`config.mk`:
```
export PLATFORM = sky130hd
export DESIGN_NAME = gyro_angle_frame_parser_top
export DESIGN_NICKNAME = d
export VERILOG_FILES = /design/src/sv/gafp_pkg.sv /design/src/sv/gafp_burst_check.sv /design/src/sv/gyro_angle_frame_parser_top.sv
export VERILOG_INCLUDE_DIRS = /design/src /design/src/sv
export SDC_FILE = /design/constraint.sdc
export NUM_CORES = 1
export LEC_CHECK = 0
export BUFFER_PORTS_ARGS = -buffer_cell sky130_fd_sc_hd__buf_2
export CAP_MARGIN = 20
export CORE_UTILIZATION = 29
export DETAILED_ROUTE_END_ITERATION = 12
export SKIP_LAST_GASP = 1
export SYNTH_ARGS = -nofsm -noshare
export SYNTH_HDL_FRONTEND = slang
export SYNTH_HIERARCHICAL = 1
export SYNTH_SLANG_ARGS = --single-unit
```
`constraint.sdc`:
```
create_clock -name clk_i -period 4.7 [get_ports clk_i]
set_input_delay 0.47 -clock clk_i [delete_from_list [all_inputs] [get_ports clk_i]]
set_output_delay 0.47 -clock clk_i [all_outputs]
set_load 0.02 [all_outputs]
```
`src/sv/gyro_angle_frame_parser_top_macros.svh`:
```
// ----------------------------------------------------------------------------
// Assertion macros for the angle frame parser
// Shared helpers for the concurrent checks at the end of the top level.
// ----------------------------------------------------------------------------
`ifndef GYRO_ANGLE_FRAME_PARSER_TOP_MACROS_SVH
`define GYRO_ANGLE_FRAME_PARSER_TOP_MACROS_SVH

// Same-cycle implication, sampled on clk_i, off during reset.
`define GAFP_ASSERT_IMPL(lbl, ante, cons) \
  lbl: assert property (@(posedge clk_i) disable iff (!rst_ni) (ante) |-> (cons)) \
    else $error("gafp check failed");

// Next-cycle implication, sampled on clk_i, off during reset.
`define GAFP_ASSERT_NEXT(lbl, ante, cons) \
  lbl: assert property (@(posedge clk_i) disable iff (!rst_ni) (ante) |=> (cons)) \
    else $error("gafp check failed");

`endif

```
`src/sv/gafp_pkg.sv`:
```
// ----------------------------------------------------------------------------
// gafp_pkg
// Constants and types shared by the angle frame parser modules.
// ----------------------------------------------------------------------------
package gafp_pkg;

  localparam int unsigned CountW = 5;

  localparam logic [CountW-1:0] BURST_LEN       = 5'd22;
  localparam logic [CountW-1:0] COUNT_SAT       = 5'd23;
  localparam logic [CountW-1:0] POS_RATE_HDR    = 5'd0;
  localparam logic [CountW-1:0] POS_RATE_TYPE   = 5'd1;
  localparam logic [CountW-1:0] POS_RATE_LAST   = 5'd9;
  localparam logic [CountW-1:0] POS_RATE_SUM    = 5'd10;
  localparam logic [CountW-1:0] POS_ANGLE_HDR   = 5'd11;
  localparam logic [CountW-1:0] POS_ANGLE_TYPE  = 5'd12;
  localparam logic [CountW-1:0] POS_ANGLE_LO    = 5'd17;
  localparam logic [CountW-1:0] POS_ANGLE_HI    = 5'd18;
  localparam logic [CountW-1:0] POS_ANGLE_LAST  = 5'd20;

  localparam logic [7:0] RATE_TYPE    = 8'h52;
  localparam logic [7:0] ANGLE_TYPE   = 8'h53;
  localparam logic [7:0] HEADER_RESET = 8'h55;
  localparam logic [7:0] DEG_SCALE    = 8'd180;

  typedef struct packed {
    logic       valid;
    logic [7:0] data;
    logic       last;
  } byte_word_t;

  typedef struct packed {
    logic        ok;
    logic [15:0] raw;
  } burst_res_t;

endpackage

```
`src/sv/gafp_burst_check.sv`:
```
// ----------------------------------------------------------------------------
// gafp_burst_check
// Tracks one burst: byte position, packet checks, running sums and the
// captured angle bytes, and flags a good burst on its last byte.
// ----------------------------------------------------------------------------
module gafp_burst_check
  import gafp_pkg::*;
(
  input  logic       clk_i,
  input  logic       rst_ni,
  input  logic [7:0] header_i,
  input  byte_word_t word_i,
  output burst_res_t res_o
);

  logic [CountW-1:0] count_q, count_d;
  logic [7:0]        rate_sum_q, rate_sum_d;
  logic [7:0]        angle_sum_q, angle_sum_d;
  logic              ok_q, ok_d;
  logic [7:0]        lo_q, lo_d;
  logic [7:0]        hi_q, hi_d;

  always_comb begin
    count_d     = count_q;
    rate_sum_d  = rate_sum_q;
    angle_sum_d = angle_sum_q;
    ok_d        = ok_q;
    lo_d        = lo_q;
    hi_d        = hi_q;
    res_o.ok    = 1'b0;
    res_o.raw   = {hi_q, lo_q};
    if (word_i.valid) begin
      if (count_q < BURST_LEN) begin
        if ((count_q == POS_RATE_HDR || count_q == POS_ANGLE_HDR) &&
            word_i.data != header_i) begin
          ok_d = 1'b0;
        end
        if (count_q == POS_RATE_TYPE && word_i.data != RATE_TYPE) begin
          ok_d = 1'b0;
        end
        if (count_q == POS_ANGLE_TYPE && word_i.data != ANGLE_TYPE) begin
          ok_d = 1'b0;
        end
        if (count_q <= POS_RATE_LAST) begin
          rate_sum_d = rate_sum_q + word_i.data;
        end else if (count_q == POS_RATE_SUM) begin
          if (word_i.data != rate_sum_q) begin
            ok_d = 1'b0;
          end
        end else if (count_q <= POS_ANGLE_LAST) begin
          angle_sum_d = angle_sum_q + word_i.data;
          if (count_q == POS_ANGLE_LO) begin
            lo_d = word_i.data;
          end else if (count_q == POS_ANGLE_HI) begin
            hi_d = word_i.data;
          end
        end else if (word_i.data != angle_sum_q) begin
          ok_d = 1'b0;
        end
      end
      if (count_q < COUNT_SAT) begin
        count_d = count_q + 5'd1;
      end
      res_o.ok  = word_i.last && (count_d == BURST_LEN) && ok_d;
      res_o.raw = {hi_d, lo_d};
      if (word_i.last) begin
        count_d     = '0;
        rate_sum_d  = '0;
        angle_sum_d = '0;
        ok_d        = 1'b1;
      end
    end
  end

  always_ff @(posedge clk_i or negedge rst_ni) begin
    if (!rst_ni) begin
      count_q     <= '0;
      rate_sum_q  <= '0;
      angle_sum_q <= '0;
      ok_q        <= 1'b1;
      lo_q        <= '0;
      hi_q        <= '0;
    end else begin
      count_q     <= count_d;
      rate_sum_q  <= rate_sum_d;
      angle_sum_q <= angle_sum_d;
      ok_q        <= ok_d;
      lo_q        <= lo_d;
      hi_q        <= hi_d;
    end
  end

endmodule

```
`src/sv/gyro_angle_frame_parser_top.sv`:
```
// ----------------------------------------------------------------------------
// gyro_angle_frame_parser_top
// Checks two-packet sensor bursts and returns the yaw angle of good ones.
//
//   channel  direction  handshake               payload
//   in       sink       in_valid_i/in_ready_o   data_byte_i, end_of_burst_i
//   out      source     out_valid_o/out_ready_i angle_raw_o, angle_degrees_q7_o
//   cfg      sink       cfg_we_i                cfg_wdata_i (header byte)
//
// One word per cycle is taken while in_ready_o is high. A word waits in the
// input register; as it leaves, the burst checker updates, and a burst's
// result reaches the output register as its last word leaves. Both registers
// advance together unless a result waits unread; then the input register
// holds and in_ready_o drops once it is full too. Reset clears the burst
// state and sets the header to 55h.
// ----------------------------------------------------------------------------
`include "gyro_angle_frame_parser_top_macros.svh"

module gyro_angle_frame_parser_top
  import gafp_pkg::*;
(
  input  logic               clk_i,
  input  logic               rst_ni,
  input  logic               cfg_we_i,
  input  logic [7:0]         cfg_wdata_i,
  input  logic               in_valid_i,
  output logic               in_ready_o,
  input  logic [7:0]         data_byte_i,
  input  logic               end_of_burst_i,
  output logic               out_valid_o,
  input  logic               out_ready_i,
  output logic signed [15:0] angle_raw_o,
  output logic signed [15:0] angle_degrees_q7_o
);

  logic [7:0]         header_q;
  logic               s1_valid_q;
  logic [7:0]         s1_data_q;
  logic               s1_last_q;
  logic               out_free;
  logic               s1_fire;
  byte_word_t         chk_word;
  burst_res_t         chk_res;
  logic signed [24:0] deg_prod;
  logic               out_valid_q;
  logic signed [15:0] raw_q;
  logic signed [15:0] deg_q;

  assign out_free   = !out_valid_q || out_ready_i;
  assign s1_fire    = s1_valid_q && out_free;
  assign in_ready_o = !s1_valid_q || out_free;

  always_ff @(posedge clk_i or negedge rst_ni) begin
    if (!rst_ni) begin
      header_q <= HEADER_RESET;
    end else if (cfg_we_i) begin
      header_q <= cfg_wdata_i;
    end
  end

  always_ff @(posedge clk_i or negedge rst_ni) begin
    if (!rst_ni) begin
      s1_valid_q <= 1'b0;
    end else if (in_ready_o) begin
      s1_valid_q <= in_valid_i;
    end
  end

  always_ff @(posedge clk_i) begin
    if (in_ready_o && in_valid_i) begin
      s1_data_q <= data_byte_i;
      s1_last_q <= end_of_burst_i;
    end
  end

  assign chk_word.valid = s1_fire;
  assign chk_word.data  = s1_data_q;
  assign chk_word.last  = s1_last_q;

  gafp_burst_check u_check (
    .clk_i    (clk_i),
    .rst_ni   (rst_ni),
    .header_i (header_q),
    .word_i   (chk_word),
    .res_o    (chk_res)
  );

  // Floor of raw * 180 / 256 is an arithmetic shift of the product.
  assign deg_prod = $signed({{9{chk_res.raw[15]}}, chk_res.raw}) *
                    $signed({17'd0, DEG_SCALE});

  always_ff @(posedge clk_i or negedge rst_ni) begin
    if (!rst_ni) begin
      out_valid_q <= 1'b0;
    end else if (out_free) begin
      out_valid_q <= chk_res.ok;
    end
  end

  always_ff @(posedge clk_i) begin
    if (out_free && chk_res.ok) begin
      raw_q <= $signed(chk_res.raw);
      deg_q <= deg_prod[23:8];
    end
  end

  assign out_valid_o        = out_valid_q;
  assign angle_raw_o        = raw_q;
  assign angle_degrees_q7_o = deg_q;

  `GAFP_ASSERT_IMPL(a_ready_low_full, !in_ready_o, s1_valid_q && out_valid_q && !out_ready_i)
  `GAFP_ASSERT_IMPL(a_sign_match, out_valid_o, angle_degrees_q7_o[15] == angle_raw_o[15])
  `GAFP_ASSERT_NEXT(a_no_result, out_free && !(s1_valid_q && s1_last_q), !out_valid_o)

endmodule

```
==> results of run 1 <==
==> worst max path at each step <==
stage / end / slack, ps / cells past startpoint
3_3_place_gp: angle_degrees_q7_o[15]$_DFFE_PP_ / -190 / 19
3_5_place_dp: angle_degrees_q7_o[13]$_DFFE_PP_ / -250 / 19
4_1_cts: angle_degrees_q7_o[11]$_DFFE_PP_ / 9 / 18
6_report: angle_degrees_q7_o[13]$_DFFE_PP_ / 160 / 18
5_1_grt: angle_degrees_q7_o[12]$_DFFE_PP_ / -70 / 18
2_1_floorplan: angle_degrees_q7_o[11]$_DFFE_PP_ / 0.7 / 18
==> area by class of cell <==
class,count,area [µm²]
clock buffer,9,225
clock inverter,7,101
fill,1982,12600
inverter,78,293
multi-input combinational,349,3560
sequential,89,2440
tap,270,338
timing repair buffer,132,853
==> power groups by stage <==
stage / logic (mW) / clock network [mW] / registers, mW
final: 0.399 / 0.797 / 0.913
after global routing: 0.441 / 0.842 / 0.919
after CTS: 0.397 / 0.815 / 0.913
after detailed placement: 0.395 / 0 / 0.927
after global placement: 0.391 / 0 / 0.927
after floorplan: 0.302 / 0 / 0.915
==> flip-flops by register name, summed over array words and instances, names as in the netlist <==
register / flops
angle_degrees_q7_o: 16
angle_raw_o: 16
header_q: 8
out_valid_o: 1
s1_data_q: 8
s1_last_q: 1
s1_valid_q: 1
u_check/angle_sum_q: 8
u_check/count_q: 5
u_check/hi_q: 8
u_check/lo_q: 8
u_check/ok_q: 1
u_check/rate_sum_q: 8
==> cells by family (layout without fill, tap and decap cells) <==
| group | count (synthesis) | count (layout) | synth area share |
|---|---|---|---|
| AOI/OAI and AO/OA | 99 | 99 | 0.121 |
| adders and majority gates | 98 | 98 | 0.237 |
| DFF | 89 | 89 | 0.400 |
| and+or+nand+nor | 87 | 87 | 0.0798 |
| buffers and inverters | 87 | 226 | 0.0589 |
| xor gates and xnor gates | 38 | 38 | 0.0546 |
| muxes | 27 | 27 | 0.0494 |
==> critical path, delay by kind of cell (launching register included) <==
kind | cells | cell delay (ps)
adders and majority gates | 5 | 1950
buffers and inverters | 4 | 430
muxes | 1 | 370
and+or+nand+nor | 5 | 760
xor gates and xnor gates | 1 | 120
DFF | 1 | 390
AOI/OAI and AO/OA | 2 | 280
==> per-stage QoR <==
stage	hold slack (ps)	TNS, ps	util
6_report	208	0	0.382
3_5_place_dp	480	-1990	0.355
4_1_cts	248	0	0.371
3_3_place_gp	471	-1620	0.355
2_1_floorplan	174	0	-
5_1_grt	286	-348	0.382
==> cell usage in the layout (no fill, tap or decap), types with 8 or more instances in the layout <==
cell type	Yosys	final
nand2_1	15	15
ha_1	69	54
nand2b_1	9	9
a21oi_2	6	8
mux2_4	0	8
xor2_1	12	12
a21oi_1	20	17
fa_1	29	29
a22o_1	11	11
a21o_1	8	8
edfxtp_1	41	41
xnor2_1	26	26
o21ai_0	11	10
ha_4	0	11
nor2_1	15	14
nand3_1	9	9
buf_2	2	55
dfrtp_1	43	43
buf_4	2	77
inv_1	78	76
clkbuf_16	0	9
mux2_2	25	17
==> what timing repair did <==
action,in CTS,in global routing
endpoints found under the setup margin,0,11
setup buffers,0,2
resized for setup,0,32
endpoints found under the hold margin,0,0
==> routing by layer <==
layer  share of wire  global-route usage  vias to the layer above
li1                -                   -                     2112
met1            0.47               0.175                     2028
met2            0.48               0.213                       62
met3           0.032              0.0245                       19
met4           0.018              0.0454                        0
met5               0                   0                        -
==> flow_metrics.env, run 1 <==
export IMPL_synth_commonest_cells="78 x inv_1, 69 x ha_1, 43 x dfrtp_1"
export IMPL_antenna_cells=0
export IMPL_grt_first_pass_wirelength_um=22100
export IMPL_cts_root_buf="clkbuf_16"
export IMPL_ctsHoldBuffers=0
export IMPL_crit_path_top_delay_cell="fa_1"
export IMPL_power_density_nw_per_um2=270
export IMPL_layout_cells_non_filler=934
export IMPL_routed_via_count=4221
export IMPL_netSwitchingFraction=0.276
export IMPL_setup_violations_final=0
export IMPL_skew_ps=6.51
export IMPL_final_setup_worst_slack_ps=160
export IMPL_critical_path_max_fanout=8
export IMPL_cts_buffer_depth=2
export IMPL_clkTransAtPathRegs_ps=70
export IMPL_detail_route_wl_per_cell_um=14.2
export IMPL_drc_errors=0
export IMPL_pwr_share_clk=0.378
export IMPL_period_share=0.966
export IMPL_synth_top_area_share=0.202
export IMPL_viasPerCell=4.52
export IMPL_max_slew_margin=0.579
export IMPL_cts_buffers=9
export IMPL_path_class="flop to flop"
export IMPL_dr_pass1_iters=4
export IMPL_rsz0062_at_grt="yes"
export IMPL_grt_pass1_vias=4346
export IMPL_min_period_ps=4540
export IMPL_synth_edf_count=41
export IMPL_placed_cell_area_um2=7250
export IMPL_drtIter0Drc=181
export IMPL_p_leak_nw=3.86
export IMPL_io_buffers=55
export IMPL_startpoint="out_valid_o$_DFFE_PN0N_"
export IMPL_rrSetupSlack_ps=160
export IMPL_cap_violations=0
export IMPL_tightest_slew_ps=632
export IMPL_drv_slew=0
export IMPL_hold_path_class="primary input to asynchronous set/reset pin"
export IMPL_htreeDepth=3
export IMPL_p_seq_frac=0.433
export IMPL_syn_inst=525
export IMPL_fmax_mhz=220
export IMPL_vdd_drop_max_mv=0.162
export IMPL_status="complete, no violations"
export IMPL_synth_top_area_cell="edfxtp_1"
export IMPL_power_switching_mw=0.582
export IMPL_yosysMostFrequentCell="inv_1"
export IMPL_worstReg2RegStart="out_valid_o$_DFFE_PN0N_"
export IMPL_antenna_found_initial=0
export IMPL_placed_cells=916
export IMPL_grt_total_usage=0.131
export IMPL_die_h_um=147
export IMPL_p_comb_frac=0.189
export IMPL_async_flop_share=0.539
export IMPL_synth_cell_types=65
export IMPL_synthFlopType="dfrtp_1"
export IMPL_cp_start_kind="flop"
export IMPL_core_area_um2=20400
export IMPL_dpl_worst_slack_ps=-247
export IMPL_overflow=0
export IMPL_synth_warnings=6
export IMPL_area_growth_pct=28.0
export IMPL_cts_sinks=89
export IMPL_tritoncts="yes"
export IMPL_syn_avg_cell_area_um2=11.6
export IMPL_gp_congestion=0.873
export IMPL_synthesis_area_um2=6100
export IMPL_yosys_register_bits=89
export IMPL_drtAntennaViolNets=0
export IMPL_grt_start_max_net_pins=49
export IMPL_clk_latency_ps=350
export IMPL_critPathRequiredTime_ps=4800
export IMPL_p_int_mw=1.53
export IMPL_endpoint_kind="flop"
export IMPL_io_pins=56
export IMPL_fp_dieW_um=147
export IMPL_drive_gt1_frac=0.346
export IMPL_yosysSeqAreaShare=0.400
export IMPL_design_area_um2=7810
export IMPL_power_mw=2.11
export IMPL_r2r_end="angle_degrees_q7_o[13]$_DFFE_PP_"
export IMPL_totalWireLength_um=13300
export IMPL_die_area_um2=21600
export IMPL_path_cells="nand2b_1, and2_4, and4_4, nand3b_4, mux2_4, buf_4, ha_1, ha_2, inv_1, fa_1, inv_1, fa_1, ha_2, nand3_1, o21ai_2, buf_4, a21oi_4, xnor2_1"
export IMPL_synthTopCellsByArea="edfxtp_1 20%, dfrtp_1 18%, ha_1 14%"
export IMPL_slowest_delay_ps=530
export IMPL_syn_nets=645
export IMPL_start_util=0.299
export IMPL_finalHoldViolCount=0
export IMPL_crit_arrival_ps=4640
export IMPL_num_nets_final=779
export IMPL_reg2reg_depth=18
export IMPL_hpwl_um=10100
export IMPL_rows=52
Note: power is estimated with default switching activity, not from simulation.
==> run 2: changes to the inputs <==
CAP_MARGIN = default   (was 20)
CORE_ASPECT_RATIO = 1.75   (was default)
CORE_UTILIZATION = 40   (was 29)
==> flow_metrics.env, run 2 (synthesized netlist as in run 1, its figures left out) <==
export IMPL_status="complete, no violations"
export IMPL_io_buffers=55
export IMPL_drv_slew=0
export IMPL_drtIter0Drc=205
export IMPL_path_class="flop to flop"
export IMPL_clkTransAtPathRegs_ps=70
export IMPL_num_nets_final=790
export IMPL_gp_congestion=0.860
export IMPL_regArea_um2=2440
export IMPL_p_leak_nw=3.91
export IMPL_grt_total_usage=0.196
export IMPL_rrSetupSlack_ps=100
export IMPL_highest_signal_layer="met4"
export IMPL_die_h_um=165
export IMPL_reg2reg_depth=17
export IMPL_grt_pass1_vias=4824
export IMPL_drive_gt1_frac=0.367
export IMPL_htreeDepth=3
export IMPL_hpwl_um=10800
export IMPL_die_area_um2=15800
export IMPL_min_period_ps=4600
export IMPL_crit_arrival_ps=4780
export IMPL_drt_met1_wl_um=5500
export IMPL_multiInputGateArea_um2=3660
export IMPL_overflow=0
export IMPL_hold_path_class="primary input to asynchronous set/reset pin"
export IMPL_antenna_cells=0
export IMPL_skew_ps=10.7
export IMPL_cts_buffer_depth=2
export IMPL_start_util=0.409
export IMPL_rows=59
export IMPL_hold_slack_ps=219
export IMPL_fmax_mhz=217
export IMPL_finalHoldViolCount=0
export IMPL_fp_dieW_um=95.4
export IMPL_endpoint_kind="flop"
export IMPL_period_share=0.980
export IMPL_critPathRequiredTime_ps=4880
export IMPL_design_area_um2=7890
export IMPL_cts_root_buf="clkbuf_16"
export IMPL_power_density_nw_per_um2=269
export IMPL_rsz0062_at_grt="yes"
export IMPL_cts_buffers=9
export IMPL_totalWireLength_um=14400
export IMPL_met3_length_um=437
export IMPL_fill_cells=1307
export IMPL_max_slew_margin=0.575
export IMPL_antenna_found_initial=0
export IMPL_placed_cells=834
export IMPL_critical_path_max_fanout=7
export IMPL_vdd_drop_max_mv=0.168
export IMPL_grt_first_pass_wirelength_um=23200
export IMPL_tritoncts="yes"
export IMPL_drtAntennaViolNets=0
export IMPL_setup_violations_final=0
export IMPL_area_growth_pct=29.3
export IMPL_final_cell_mix="87 x buf_4, 75 x inv_1, 55 x buf_2"
export IMPL_clk_latency_ps=350
export IMPL_detail_route_wl_per_cell_um=16.8
export IMPL_met2_length_um=8040
export IMPL_final_common_cell="buf_4"
export IMPL_drc_errors=0
export IMPL_cp_start_kind="flop"
export IMPL_dr_pass1_iters=4
export IMPL_ctsHoldBuffers=0
export IMPL_core_area_um2=14900
export IMPL_cap_violations=0
export IMPL_grt_start_max_net_pins=49
export IMPL_placed_cell_area_um2=7180
export IMPL_layout_cells_non_filler=858
export IMPL_utilization=0.529
export IMPL_tightest_slew_ps=637
export IMPL_cts_sinks=89
export IMPL_io_pins=56
export IMPL_viasPerCell=5.21
export IMPL_routed_via_count=4470
run 2: changes by cell type in the layout (fill, tap and decap cells not counted), moves of 2 or more:
cell | before | now
ha_4 | 11 | 19
buf_4 | 77 | 87
mux2_4 | 8 | 10
mux2_2 | 17 | 15
ha_1 | 54 | 46
run 2: routing by layer:
layer,vias to the layer above,global-route usage
met5,-,0
met4,0,0.0826
met3,30,0.0330
met2,99,0.366
met1,2206,0.211
li1,2135,-
run 2: through the flow:
step,setup WS (ps),TNS [ps],power (mW)
after floorplan,0.707,0,1.22
after global placement,-196,-1780,1.31
after detailed placement,-256,-2540,1.33
after CTS,3.39,0,2.14
after global routing,-45.2,-163,2.22
final,95.8,0,2.13
run 2: area by class of cell:
class | count | area share
Timing Repair Buffer | 143 | 0.119
Sequential cell | 89 | 0.309
Clock buffer | 10 | 0.0303
Clock inverter | 6 | 0.0113
Inverter | 78 | 0.0374
Multi-Input combinational cell | 349 | 0.464
Tap cell | 183 | 0.0290
run 2: power breakdown:
part	switching, mW	leakage, nW	internal, mW
Clock	0.323	0.155	0.482
Combinational	0.222	2.67	0.189
Sequential	0.0425	1.08	0.868
run 2: path summary, 6_finish.rpt:
kind                                                    start                                 end
max in group asynchronous                              rst_ni      u_check/count_q[0]$_DFFE_PN0P_
min reg2reg                u_check/angle_sum_q[3]$_DFFE_PN0P_  u_check/angle_sum_q[3]$_DFFE_PN0P_
max                                   out_valid_o$_DFFE_PN0N_    angle_degrees_q7_o[14]$_DFFE_PP_
min                                                    rst_ni   u_check/rate_sum_q[1]$_DFFE_PN0P_
min in group clk_i                             data_byte_i[1]              s1_data_q[1]$_DFFE_PP_
max reg2reg                           out_valid_o$_DFFE_PN0N_    angle_degrees_q7_o[14]$_DFFE_PP_
run 2: repair_timing:
item | CTS | global route
endpoints found under the setup margin | 6 | 12
pin swaps | 4 | 24
gates resized for setup | 3 | 42
buffers inserted | 3 | 5
run 2: critical path, stage by stage, from the launching register on:
cell	delay (ps)
dfrtp_1	380
nand2b_1	100
and2_4	150
and4_4	250
nand3b_4	160
mux2_4	380
buf_4	160
ha_1	290
ha_1	280
inv_1	60
fa_1	550
inv_1	50
fa_1	520
ha_4	220
a21oi_4	210
o21ai_4	90
or3_1	380
o211ai_1	200
